### config.mk
export PLATFORM = sky130hd
export DESIGN_NAME = stable_merge_sorter_core
export DESIGN_NICKNAME = d
export VERILOG_FILES = /design/src/design/sms_pkg.sv /design/src/design/sms_ctrl.sv /design/src/design/sms_datapath.sv /design/src/design/stable_merge_sorter_core.sv
export SDC_FILE = /design/constraint.sdc
export NUM_CORES = 1
export LEC_CHECK = 0
export BUFFER_PORTS_ARGS = -buffer_cell sky130_fd_sc_hd__buf_2
export CAP_MARGIN = 40
export CORE_ASPECT_RATIO = 0.5
export CORE_MARGIN = 1
export CORE_UTILIZATION = 61
export CTS_CLUSTER_DIAMETER = 200
export DETAILED_ROUTE_END_ITERATION = 8
export PLACE_DENSITY = 0.82
export SYNTH_ARGS = -nofsm -noshare
export SYNTH_HDL_FRONTEND = slang
export SYNTH_SLANG_ARGS = --single-unit
### constraint.sdc
create_clock -name clk_i -period 14.8 [get_ports clk_i]
set_input_delay 0.74 -clock clk_i [delete_from_list [all_inputs] [get_ports clk_i]]
set_output_delay 0.74 -clock clk_i [all_outputs]
set_load 0.005 [all_outputs]
### src/design/sms_pkg.sv
// shared constants and control/status types for the stable merge sorter
`timescale 1ns / 1ps
`default_nettype none

package sms_pkg;

  localparam int unsigned MaxElements = 8;
  localparam int unsigned DataWidth   = 32;

  // commands from the controller to the datapath
  typedef struct packed {
    logic load;        // write the input value, bump the count
    logic sort_start;  // width 1, first group, bank 0 as source
    logic group_init;  // set up the two runs of the current group
    logic merge_step;  // move one element into the other bank
    logic next_group;  // advance to the following group
    logic next_pass;   // double the width, swap banks
    logic end_sort;    // swap banks after the final pass
    logic emit_sel;    // read port a follows the output index
    logic emit_out;    // load the output register, bump the index
    logic clear;       // empty the list
  } cmd_t;

  // status from the datapath to the controller
  typedef struct packed {
    logic load_end;    // the store is one short of full
    logic single;      // only one element held
    logic group_last;  // this step writes the last slot of the group
    logic pass_last;   // current group reaches the end of the list
    logic sort_done;   // no further pass needed
    logic emit_last;   // next output is the final one
    logic out_busy;    // output register holds a result not yet taken
  } status_t;

endpackage

`default_nettype wire

### src/design/sms_ctrl.sv
// controller state machine for the stable merge sorter
`timescale 1ns / 1ps
`default_nettype none

module sms_ctrl (
  input  wire logic            clk_i,
  input  wire logic            rst_ni,
  input  wire logic            in_valid_i,
  input  wire logic            in_last_i,
  output logic                 in_ready_o,
  input  wire sms_pkg::status_t status_i,
  output sms_pkg::cmd_t        cmd_o
);

  localparam logic [2:0] SLoad  = 3'd0;
  localparam logic [2:0] SStart = 3'd1;
  localparam logic [2:0] SGinit = 3'd2;
  localparam logic [2:0] SRead  = 3'd3;
  localparam logic [2:0] SMerge = 3'd4;
  localparam logic [2:0] SEread = 3'd5;
  localparam logic [2:0] SEmit  = 3'd6;

  logic [2:0] state_q, state_d;

  always_comb begin
    state_d    = state_q;
    cmd_o      = '0;
    in_ready_o = 1'b0;
    unique case (state_q)
      SLoad: begin
        in_ready_o = 1'b1;
        if (in_valid_i) begin
          cmd_o.load = 1'b1;
          if (in_last_i || status_i.load_end) begin
            state_d = SStart;
          end
        end
      end
      SStart: begin
        cmd_o.sort_start = 1'b1;
        state_d = status_i.single ? SEread : SGinit;
      end
      SGinit: begin
        cmd_o.group_init = 1'b1;
        state_d = SRead;
      end
      SRead: begin
        state_d = SMerge;
      end
      SMerge: begin
        cmd_o.merge_step = 1'b1;
        priority if (!status_i.group_last) begin
          state_d = SRead;
        end else if (!status_i.pass_last) begin
          cmd_o.next_group = 1'b1;
          state_d = SGinit;
        end else if (!status_i.sort_done) begin
          cmd_o.next_pass = 1'b1;
          state_d = SGinit;
        end else begin
          cmd_o.end_sort = 1'b1;
          state_d = SEread;
        end
      end
      SEread: begin
        cmd_o.emit_sel = 1'b1;
        state_d = SEmit;
      end
      SEmit: begin
        cmd_o.emit_sel = 1'b1;
        if (!status_i.out_busy) begin
          cmd_o.emit_out = 1'b1;
          if (status_i.emit_last) begin
            cmd_o.clear = 1'b1;
            state_d = SLoad;
          end else begin
            state_d = SEread;
          end
        end
      end
      default: begin
        state_d = SLoad;
      end
    endcase
  end

  always_ff @(posedge clk_i or negedge rst_ni) begin
    if (!rst_ni) begin
      state_q <= SLoad;
    end else begin
      state_q <= state_d;
    end
  end

endmodule

`default_nettype wire

### src/design/sms_datapath.sv
// two-bank element memory, merge counters, comparator and output register
`timescale 1ns / 1ps
`default_nettype none

module sms_datapath #(
  parameter int unsigned MAX_ELEMENTS = sms_pkg::MaxElements
) (
  input  wire logic                             clk_i,
  input  wire logic                             rst_ni,
  input  wire sms_pkg::cmd_t                    cmd_i,
  output sms_pkg::status_t                      status_o,
  input  wire logic [sms_pkg::DataWidth-1:0]    in_value_i,
  input  wire logic                             out_ready_i,
  output logic                                  out_valid_o,
  output logic [sms_pkg::DataWidth-1:0]         out_value_o,
  output logic                                  out_final_o
);

  localparam int unsigned CW    = $clog2(MAX_ELEMENTS + 1);
  localparam int unsigned IW    = $clog2(MAX_ELEMENTS);
  localparam int unsigned WW    = CW + 2;
  localparam int unsigned Depth = 2 * (2 ** IW);
  localparam int unsigned DW    = sms_pkg::DataWidth;

  logic [CW-1:0] cnt_q, cnt_d, w_q, w_d, lo_q, lo_d;
  logic [CW-1:0] a_q, a_d, b_q, b_d, mid_q, mid_d, hi_q, hi_d, k_q, k_d;
  logic [CW-1:0] oidx_q, oidx_d;
  logic          src_q, src_d;
  logic          out_valid_q, out_valid_d;

  logic [DW-1:0] mem [Depth];
  logic [DW-1:0] rd_a_q, rd_b_q;
  logic [DW-1:0] out_value_q;
  logic          out_final_q;

  logic [WW-1:0] lo_w, w_w, n_w, sum_mid, sum_hi;
  logic [CW-1:0] mid_new, hi_new;
  logic          take_a;
  logic [DW-1:0] merge_data, wr_data;
  logic [IW:0]   addr_a, addr_b, wr_addr;
  logic          wr_en;

  assign lo_w    = WW'(lo_q);
  assign w_w     = WW'(w_q);
  assign n_w     = WW'(cnt_q);
  assign sum_mid = lo_w + w_w;
  assign sum_hi  = lo_w + (w_w << 1);
  assign mid_new = (sum_mid > n_w) ? cnt_q : sum_mid[CW-1:0];
  assign hi_new  = (sum_hi > n_w) ? cnt_q : sum_hi[CW-1:0];

  // left run wins on equal keys
  assign take_a = (a_q < mid_q) &&
                  ((b_q >= hi_q) || ($signed(rd_a_q) <= $signed(rd_b_q)));
  assign merge_data = take_a ? rd_a_q : rd_b_q;

  assign addr_a  = {src_q, cmd_i.emit_sel ? oidx_q[IW-1:0] : a_q[IW-1:0]};
  assign addr_b  = {src_q, b_q[IW-1:0]};
  assign wr_en   = cmd_i.load | cmd_i.merge_step;
  assign wr_addr = cmd_i.load ? {1'b0, cnt_q[IW-1:0]} : {~src_q, k_q[IW-1:0]};
  assign wr_data = cmd_i.load ? in_value_i : merge_data;

  always_ff @(posedge clk_i) begin
    if (wr_en) begin
      mem[wr_addr] <= wr_data;
    end
    rd_a_q <= mem[addr_a];
    rd_b_q <= mem[addr_b];
  end

  always_comb begin
    cnt_d       = cnt_q;
    w_d         = w_q;
    lo_d        = lo_q;
    a_d         = a_q;
    b_d         = b_q;
    mid_d       = mid_q;
    hi_d        = hi_q;
    k_d         = k_q;
    oidx_d      = oidx_q;
    src_d       = src_q;
    out_valid_d = out_valid_q & ~out_ready_i;
    if (cmd_i.load) begin
      cnt_d = cnt_q + CW'(1);
    end
    if (cmd_i.sort_start) begin
      w_d   = CW'(1);
      lo_d  = '0;
      src_d = 1'b0;
    end
    if (cmd_i.group_init) begin
      a_d   = lo_q;
      mid_d = mid_new;
      b_d   = mid_new;
      hi_d  = hi_new;
      k_d   = lo_q;
    end
    if (cmd_i.merge_step) begin
      k_d = k_q + CW'(1);
      if (take_a) begin
        a_d = a_q + CW'(1);
      end else begin
        b_d = b_q + CW'(1);
      end
    end
    if (cmd_i.next_group) begin
      lo_d = hi_q;
    end
    if (cmd_i.next_pass) begin
      w_d   = w_q << 1;
      lo_d  = '0;
      src_d = ~src_q;
    end
    if (cmd_i.end_sort) begin
      src_d = ~src_q;
    end
    if (cmd_i.emit_out) begin
      oidx_d      = oidx_q + CW'(1);
      out_valid_d = 1'b1;
    end
    if (cmd_i.clear) begin
      cnt_d  = '0;
      oidx_d = '0;
    end
  end

  always_ff @(posedge clk_i or negedge rst_ni) begin
    if (!rst_ni) begin
      cnt_q       <= '0;
      w_q         <= '0;
      lo_q        <= '0;
      a_q         <= '0;
      b_q         <= '0;
      mid_q       <= '0;
      hi_q        <= '0;
      k_q         <= '0;
      oidx_q      <= '0;
      src_q       <= 1'b0;
      out_valid_q <= 1'b0;
    end else begin
      cnt_q       <= cnt_d;
      w_q         <= w_d;
      lo_q        <= lo_d;
      a_q         <= a_d;
      b_q         <= b_d;
      mid_q       <= mid_d;
      hi_q        <= hi_d;
      k_q         <= k_d;
      oidx_q      <= oidx_d;
      src_q       <= src_d;
      out_valid_q <= out_valid_d;
    end
  end

  always_ff @(posedge clk_i) begin
    if (cmd_i.emit_out) begin
      out_value_q <= rd_a_q;
      out_final_q <= status_o.emit_last;
    end
  end

  assign status_o.load_end   = (cnt_q == CW'(MAX_ELEMENTS - 1));
  assign status_o.single     = (cnt_q == CW'(1));
  assign status_o.group_last = ((WW'(k_q) + WW'(1)) == WW'(hi_q));
  assign status_o.pass_last  = (hi_q == cnt_q);
  assign status_o.sort_done  = ((w_w << 1) >= n_w);
  assign status_o.emit_last  = ((WW'(oidx_q) + WW'(1)) == n_w);
  assign status_o.out_busy   = out_valid_q & ~out_ready_i;

  assign out_valid_o = out_valid_q;
  assign out_value_o = out_value_q;
  assign out_final_o = out_final_q;

endmodule

`default_nettype wire

### src/design/stable_merge_sorter_core.sv
// top level of the stable merge sorter: controller plus datapath
//
// usage
//   input stream: one signed 32-bit value per transfer on s_axis_tdata; tlast
//   marks the final element. a list also ends when MAX_ELEMENTS values are held.
//   output stream: the held values in ascending order, one per transfer on
//   m_axis_tdata; tlast is set on the final element. equal keys keep input order.
// operation
//   loading accepts one transfer per cycle; s_axis_tready is low from the
//   closing transfer until the last result is in the output register
//   sort: a setup step, then for each pass of width 1, 2, 4, ... a setup step
//   per group, and per element a memory read, then a compare and write
//   emit: each element is read through the registered read port, then loaded
//   into the output register
// reset
//   rst_ni is asynchronous, active low; the list is emptied and the block waits
//   for a new list. memory contents are not cleared
// back-pressure
//   a stalled receiver holds the output register and pauses emission; the next
//   list may start loading while the final result still waits to be taken
`timescale 1ns / 1ps
`default_nettype none

module stable_merge_sorter_core #(
  parameter int unsigned MAX_ELEMENTS = sms_pkg::MaxElements
) (
  input  wire logic        clk_i,
  input  wire logic        rst_ni,
  // input stream
  input  wire logic        s_axis_tvalid,
  output logic             s_axis_tready,
  input  wire logic [31:0] s_axis_tdata,   // [31:0] value
  input  wire logic        s_axis_tlast,   // last_item
  // output stream
  output logic             m_axis_tvalid,
  input  wire logic        m_axis_tready,
  output logic [31:0]      m_axis_tdata,   // [31:0] sorted_value
  output logic             m_axis_tlast    // final_result
);

  sms_pkg::cmd_t    cmd;
  sms_pkg::status_t status;

  // sequencing of load, merge passes and emission
  sms_ctrl u_ctrl (
    .clk_i      (clk_i),
    .rst_ni     (rst_ni),
    .in_valid_i (s_axis_tvalid),
    .in_last_i  (s_axis_tlast),
    .in_ready_o (s_axis_tready),
    .status_i   (status),
    .cmd_o      (cmd)
  );

  // ping-pong element memory, run counters, comparator, output register
  sms_datapath #(
    .MAX_ELEMENTS (MAX_ELEMENTS)
  ) u_datapath (
    .clk_i       (clk_i),
    .rst_ni      (rst_ni),
    .cmd_i       (cmd),
    .status_o    (status),
    .in_value_i  (s_axis_tdata),
    .out_ready_i (m_axis_tready),
    .out_valid_o (m_axis_tvalid),
    .out_value_o (m_axis_tdata),
    .out_final_o (m_axis_tlast)
  );

endmodule

`default_nettype wire
; Word level (Yosys, flattened, before mapping)
; Memory sizes are Yosys's and may differ from the RTL's. A register that Yosys moved wholly into a read port is not among the register bits.
; Index checks and enable logic that the tools add are counted.
[word_totals]
ramBits = 512
ff_bits = 74
wordCells = 113
latchBits = 0
mem_count = 1
out_inout_bits = 35
inputBits = 37
romBits = 0
[memory_table]
columns = name, words, width, read_ports, rd_ports_with_merged_regs, write_ports, line_no
row1 = u_datapath.mem, 16, 32, 2, 2, 1, sms_datapath.sv:31  ; logic [DW-1:0] mem [Depth];
[classes]
bitwise_logic = 4
shifts = 0
n_lt_le_gt_ge = 6
mux = 53
n_div = 0
n_reduce_logical = 12
multipliers = 0
n_addsub = 9
n_eq_ne = 14
[op_table]
columns = operator, n
row1 = two-way mux 4 bit, 21
row2 = two-way mux 32 bit, 2
row3 = <= comparator 32 bit, 1
row4 = two-way mux 3 bit, 10
row5 = case mux 3 bit (7 select lines), 1
row6 = "adder 4 x 1 -> 4 bit, second input constant", 5
row7 = two-way mux 1 bit, 16
row8 = == test 6 x 4 -> 1 bit, 2
row9 = greater-than comparator 6 x 4 -> 1 bit, 2
row10 = "adder 4 x 1 -> 5 bit, second input constant", 2
row11 = "== test 3 bit, second input constant", 3
row12 = nonzero test 2 bit, 4
row13 = adder 4 x 5 -> 6 bit, 1
row14 = "== test 3 x 2 -> 1 bit, second input constant", 2
row15 = two-way mux 2 bit, 3
row16 = nonzero test 3 bit, 2
row17 = adder 4 x 4 -> 5 bit, 1
row18 = greater-or-equal comparator 5 x 4 -> 1 bit, 1
row19 = "== test 4 x 1 -> 1 bit, second input constant", 1
row20 = "== test 4 x 3 -> 1 bit, second input constant", 1
row21 = == test 4 bit, 1
row22 = greater-or-equal comparator 4 bit, 1
row23 = < comparator 4 bit, 1
row24 = "!= test 2 bit, second input constant", 2
row25 = 10 further kinds, 12

; Longest topological paths before layout
[logic_depth]
ltp_word = 8
ltp_mapped = 13
mapped_depth_nobuf = 13

; Hierarchy
; From an unflattened synthesis, not the netlist that was laid out.
[hier_totals]
hier_cells = 1647
hier_area_um2 = 30304.1
[modules_own_cells]
columns = mod, area_each_um2, seq_area_each_um2, instances, cells_each
row1 = sms_datapath, 29957.5, 18597.8, 1, 1606
row2 = sms_ctrl, 346.6, 75.1, 1, 41

; Worst setup path before layout
; OpenSTA, ideal clock, no wires.
[synth_timing]
path_kind = register to register
from = register u_ctrl.state_q[2]
to = memory u_datapath.mem[12][0] in the netlist's numbering, enable pin
t_required_ns = 14.298
path_stages_with_launch = 7
t_arrival_ns = 4.481
synth_period_minus_slack_ns = 4.982
path_slack_ns = 9.818
n_path_buf = 1
setup_time_ns = 0.502
path_cell_list = dfrtp_1 > clkbuf_1 > nor3_1 > nand2_1 > nor3_1 > nor2_1 > nor4_1
[synth_via]
elab_chain_cells = 5
[synth_lines]
columns = item, line_no
row1 = from (decl), sms_ctrl.sv:23  ; logic [2:0] state_q, state_d;
row2 = from (signal assigned), sms_ctrl.sv:89  ; state_q <= SLoad;
row3 = from (signal assigned), sms_ctrl.sv:91  ; state_q <= state_d;
row4 = == test 3 bit / logical NOT 3 bit (equally long branches), sms_ctrl.sv:29  ; unique case (state_q)
row5 = two-way mux 4 bit / two-way mux 1 bit (equally long branches), sms_ctrl.sv:29
row6 = bitwise OR 1 bit, sms_datapath.sv:58  ; assign wr_en = cmd_i.load | cmd_i.merge_step;
row7 = two-way mux 1 bit, sms_datapath.sv:63  ; if (wr_en) begin
row8 = two-way mux 1 bit (not written as such), sms_datapath.sv:64  ; mem[wr_addr] <= wr_data;
row9 = to (decl), sms_datapath.sv:31
; Several ways; a longest one is shown, not always the timed one.

; Worst setup path after layout
[layout_timing]
from = register u_datapath.rd_b_q[15], read port of u_datapath.mem
to = memory u_datapath.mem[7][2] in the netlist's numbering (data pin)
[layout_via]
elab_chain_cells = 5
[layout_lines]
columns = item, line_no
row1 = from (decl), sms_datapath.sv:32  ; logic [DW-1:0] rd_a_q, rd_b_q;
row2 = <= comparator 32 bit, sms_datapath.sv:53  ; ((b_q >= hi_q) || ($signed(rd_a_q) <= $signed(rd_b_q)));
row3 = logical OR 1 bit, sms_datapath.sv:53
row4 = logical AND 1 bit, sms_datapath.sv:52  ; assign take_a = (a_q < mid_q) &&
row5 = two-way mux 32 bit, sms_datapath.sv:54  ; assign merge_data = take_a ? rd_a_q : rd_b_q;
row6 = two-way mux 32 bit, sms_datapath.sv:60  ; assign wr_data = cmd_i.load ? in_value_i : merge_data;
row7 = named net u_datapath.wr_data[2], sms_datapath.sv:39  ; logic [DW-1:0] merge_data, wr_data;
; The timed path passes the listed nets, and every way through them passes these cells.

==> flow_metrics.py <==
metrics = {
    "yosys": {
        "synth.avg_cell_area_um2": 18.7,
        "synth_seq_area_share_pct": 62.8,
        "synth_top_area_share_pct": 55.0,
        "synth_warnings": 0,
        "synth.cell_area_um2": 29700,
        "synth_top_area_cell": "edfxtp_1",
        "synth-main-ff-cell": "edfxtp_1",
        "synthTopCellsByArea": "edfxtp_1, mux4_2, dfxtp_1, dfrtp_1, ha_1",
        "yosysMostFrequentCell": "edfxtp_1",
        "synthTopCellsByCount": "edfxtp_1, mux4_2, nor2_1, dfxtp_1",
        "synthArstFlopShare_pct": 6.31,
        "ys_types": 59,
        "synth_edf_count": 545,
        "synth.net_count": 1692,
        "yosys_register_bits": 650,
        "netlist_instances": 1590,
    },
    "critical_path": {
        "reg2reg_setup_slack_ps": 9960,
        "r2r-end": "u_datapath.mem[7][2]",
        "crit_arrival_ps": 5080,
        "cp_max_fo": 30,
        "cp-start-kind": "flip-flop",
        "critPathKind": "flip-flop to flip-flop",
        "reg2reg_from": "u_datapath.rd_b_q[15]",
        "crit_path_cell_trace": "inv_1 -> ha_1 -> nand4_1 -> or4_1 -> o21a_1 -> a311o_1 -> nor3_4 -> buf_8 -> buf_4 -> mux2i_1 -> a21oi_1",
        "cp_slowest_cell": "a21oi_1",
        "rr_worst_depth": 11,
        "required_ps": 15040,
        "end_kind": "flip-flop",
        "critPathMaxStageDelay_ps": 860,
        "startpoint": "u_datapath.rd_b_q[15]",
        "endpoint": "u_datapath.mem[7][2]",
    },
    "sta": {
        "period_share_pct": 32.7,
        "slew_headroom_pct": 30.9,
        "fin_tns_setup_ps": 0,
        "setup_violations": 0,
        "hold_violations": 0,
        "rsz0062_at_grt": "no",
        "fin_worst_skew_ps": 33.4,
        "slew_viol_final": 0,
        "max_freq_mhz": 207,
        "min_period_ps": 4840,
        "worst_pin_slew_ps": 1040,
        "whs_ps": 468,
    },
    "clocking": {
        "clk_path_buf_depth": 3,
        "htree_num_levels": 2,
        "cts_made_buffers": 54,
        "clkLatencyLatePin_ps": 610,
        "cts.clk_slew.worst_paths_ps": 70,
        "cts_tree": "done",
        "cts.sinks": 650,
        "cts-root-buf": "clkbuf_16",
    },
    "die": {
        "num_rows": 56,
        "io_pins": 72,
        "start_util_pct": 62.7,
        "fp.dieW_um": 314,
        "die_h_um": 158,
        "dieArea_um2": 49700,
        "coreArea_um2": 47400,
    },
    "final_layout": {
        "drive_above_1_share_pct": 33.1,
        "final_cells": 2372,
        "nNetsFinal": 1792,
        "n_antenna_cell": 0,
        "synthToLayoutAreaGrowth_pct": 11.5,
    },
    "power": {
        "ir_drop_v": 0.0000946,
        "p_total_w": 0.00344,
        "pwr_density_cell_nw_per_um2": 104,
        "leakagePower_nw": 8.97,
    },
    "placement": {
        "dp_cells": 2244,
        "gp_congestion": 0.865,
        "hpwlAfterDp_mm": 42.2,
        "io_buffers": 71,
    },
    "global_routing": {
        "grt_pass1_vias": 17900,
        "grt-ovfl-total": 0,
        "grt_usage_pct": 31.3,
        "antenna_found_initial": 0,
        "grt_pass1_wl_mm": 112,
        "grt_start_max_net_pins": 97,
    },
    "min_path": {
        "min_path_cells": 0,
        "hold_class": "flip-flop to flip-flop",
    },
    "route": {
        "drc": 0,
        "vias": 17400,
        "first_pass_iters": 5,
        "routedWlPerCell_um": 32.5,
        "vias_per_cell": 7.34,
        "drtIter0Drc": 2651,
        "wl_mm": 77.0,
        "ant_nets": 0,
    },
    "flow_run": {
        "cap_viol_max_count": 0,
    },
    "outcome": {
        "status": "finished clean",
    },
}
power by group:
part	total [W]	internal (W)	leakage, nW	switching [W]
clock network	0.00148	0.000816	0.883	0.000659
registers	0.00195	0.00195	4.26	0.00000000000000000000836
logic	0.00000893	0.00000416	3.83	0.00000476
total	0.00344	0.00277	8.97	0.000664
registers in the layout, indices dropped and copies added (netlist names):
| name | count |
|---|---|
| u_datapath.w_q | 4 |
| u_ctrl.state_q | 3 |
| u_datapath.out_final_o | 1 |
| u_datapath.cnt_q | 4 |
| u_datapath.oidx_q | 4 |
| u_datapath.mid_q | 4 |
| u_datapath.k_q | 4 |
| u_datapath.out_valid_o | 1 |
| u_datapath.lo_q | 4 |
| u_datapath.rd_b_q | 32 |
| u_datapath.b_q | 4 |
| u_datapath.src_q | 1 |
| u_datapath.out_value_o | 32 |
| u_datapath.rd_a_q | 32 |
| u_datapath.mem | 512 |
| u_datapath.a_q | 4 |
| u_datapath.hi_q | 4 |
metrics by stage:
step,util [%],instance area (µm²),worst slack (ps)
4_1_cts,69.5,33000,10020
3_5_place_dp,65.6,31100,10180
3_3_place_gp,65.1,30900,10000
6_report,69.9,33200,9960
2_1_floorplan,-,29700,9820
5_1_grt,69.9,33200,9930
layout make-up:
class / instances / area [µm²]
clock buffer: 73 / 1490
clock inverter: 27 / 317
fill: 2685 / 14300
inverter: 58 / 218
multi-input combinational: 784 / 10600
sequential: 650 / 18700
tap: 638 / 798
timing repair buffer: 142 / 1040
layout by cell type (no fill, tap or decap), drive strengths merged, types with 3 or more instances in the layout:
master / instances
dfxtp: 64
o211ai: 3
a21o: 4
nor2b: 10
dfrtp: 41
nand3b: 3
mux4: 320
and2: 3
a311oi: 4
a22oi: 4
buf: 141
a22o: 4
nand3: 13
o21a: 4
bufinv: 6
clkbuf: 73
a31oi: 6
xnor2: 11
edfxtp: 545
nand2b: 7
a21oi: 63
clkinvlp: 3
xor2: 10
nor3: 14
a211oi: 3
and3: 5
or3: 3
nand2: 42
mux2i: 43
nor2: 71
inv: 59
nand4: 9
clkinv: 17
mux2: 3
o21ai: 29
nor4: 4
ha: 63
layer usage:
metal  vias up  part of all wire, %  track usage, %  wire length (µm)
met5         -                    0               0                 0
met4         0                  3.9            12.9              3000
met3       254                   13            8.41              9740
met2      1457                   48            50.4             37300
met1      8905                   35            41.1             26900
li1       6794                    -               -                 -
how the worst min path moves through the flow:
stage,from,endpoint,slack (ps)
2_1_floorplan,u_datapath.rd_a_q[0],u_datapath.out_value_o[0],430
3_3_place_gp,u_datapath.rd_a_q[12],u_datapath.out_value_o[12],440
3_5_place_dp,u_datapath.rd_a_q[12],u_datapath.out_value_o[12],450
4_1_cts,u_datapath.rd_a_q[3],u_datapath.out_value_o[3],470
5_1_grt,u_datapath.rd_a_q[8],u_datapath.out_value_o[8],490
6_report,u_datapath.rd_a_q[3],u_datapath.out_value_o[3],470
what timing repair did:
action,in CTS,in global routing
hold buffers,1,0
gates resized for setup,0,0
endpoints found under the hold margin,4,0
buffers inserted,0,0
cell families (layout without fill, tap and decap cells):
logic type / count (synthesis) / after routing / share of synthesized area, %
AO/OA/AOI/OAI: 144 / 144 / 2.95
AND/OR/NAND/NOR: 188 / 188 / 2.96
flip-flops: 650 / 650 / 62.8
adder cells (fa/ha/maj): 65 / 65 / 2.79
multiplexers: 366 / 366 / 25.8
buffers and inverters: 156 / 300 / 2.08
XOR/XNOR: 21 / 21 / 0.619
critical path: cells and delay by family, from the launching register on:
family | cells | cell delay (ps)
AOI/OAI and AO/OA | 3 | 1470
and+or+nand+nor | 3 | 1260
buffers and inverters | 3 | 830
DFF | 1 | 360
adders and majority gates | 1 | 300
muxes | 1 | 210
Power figures use the tool's default switching activity.
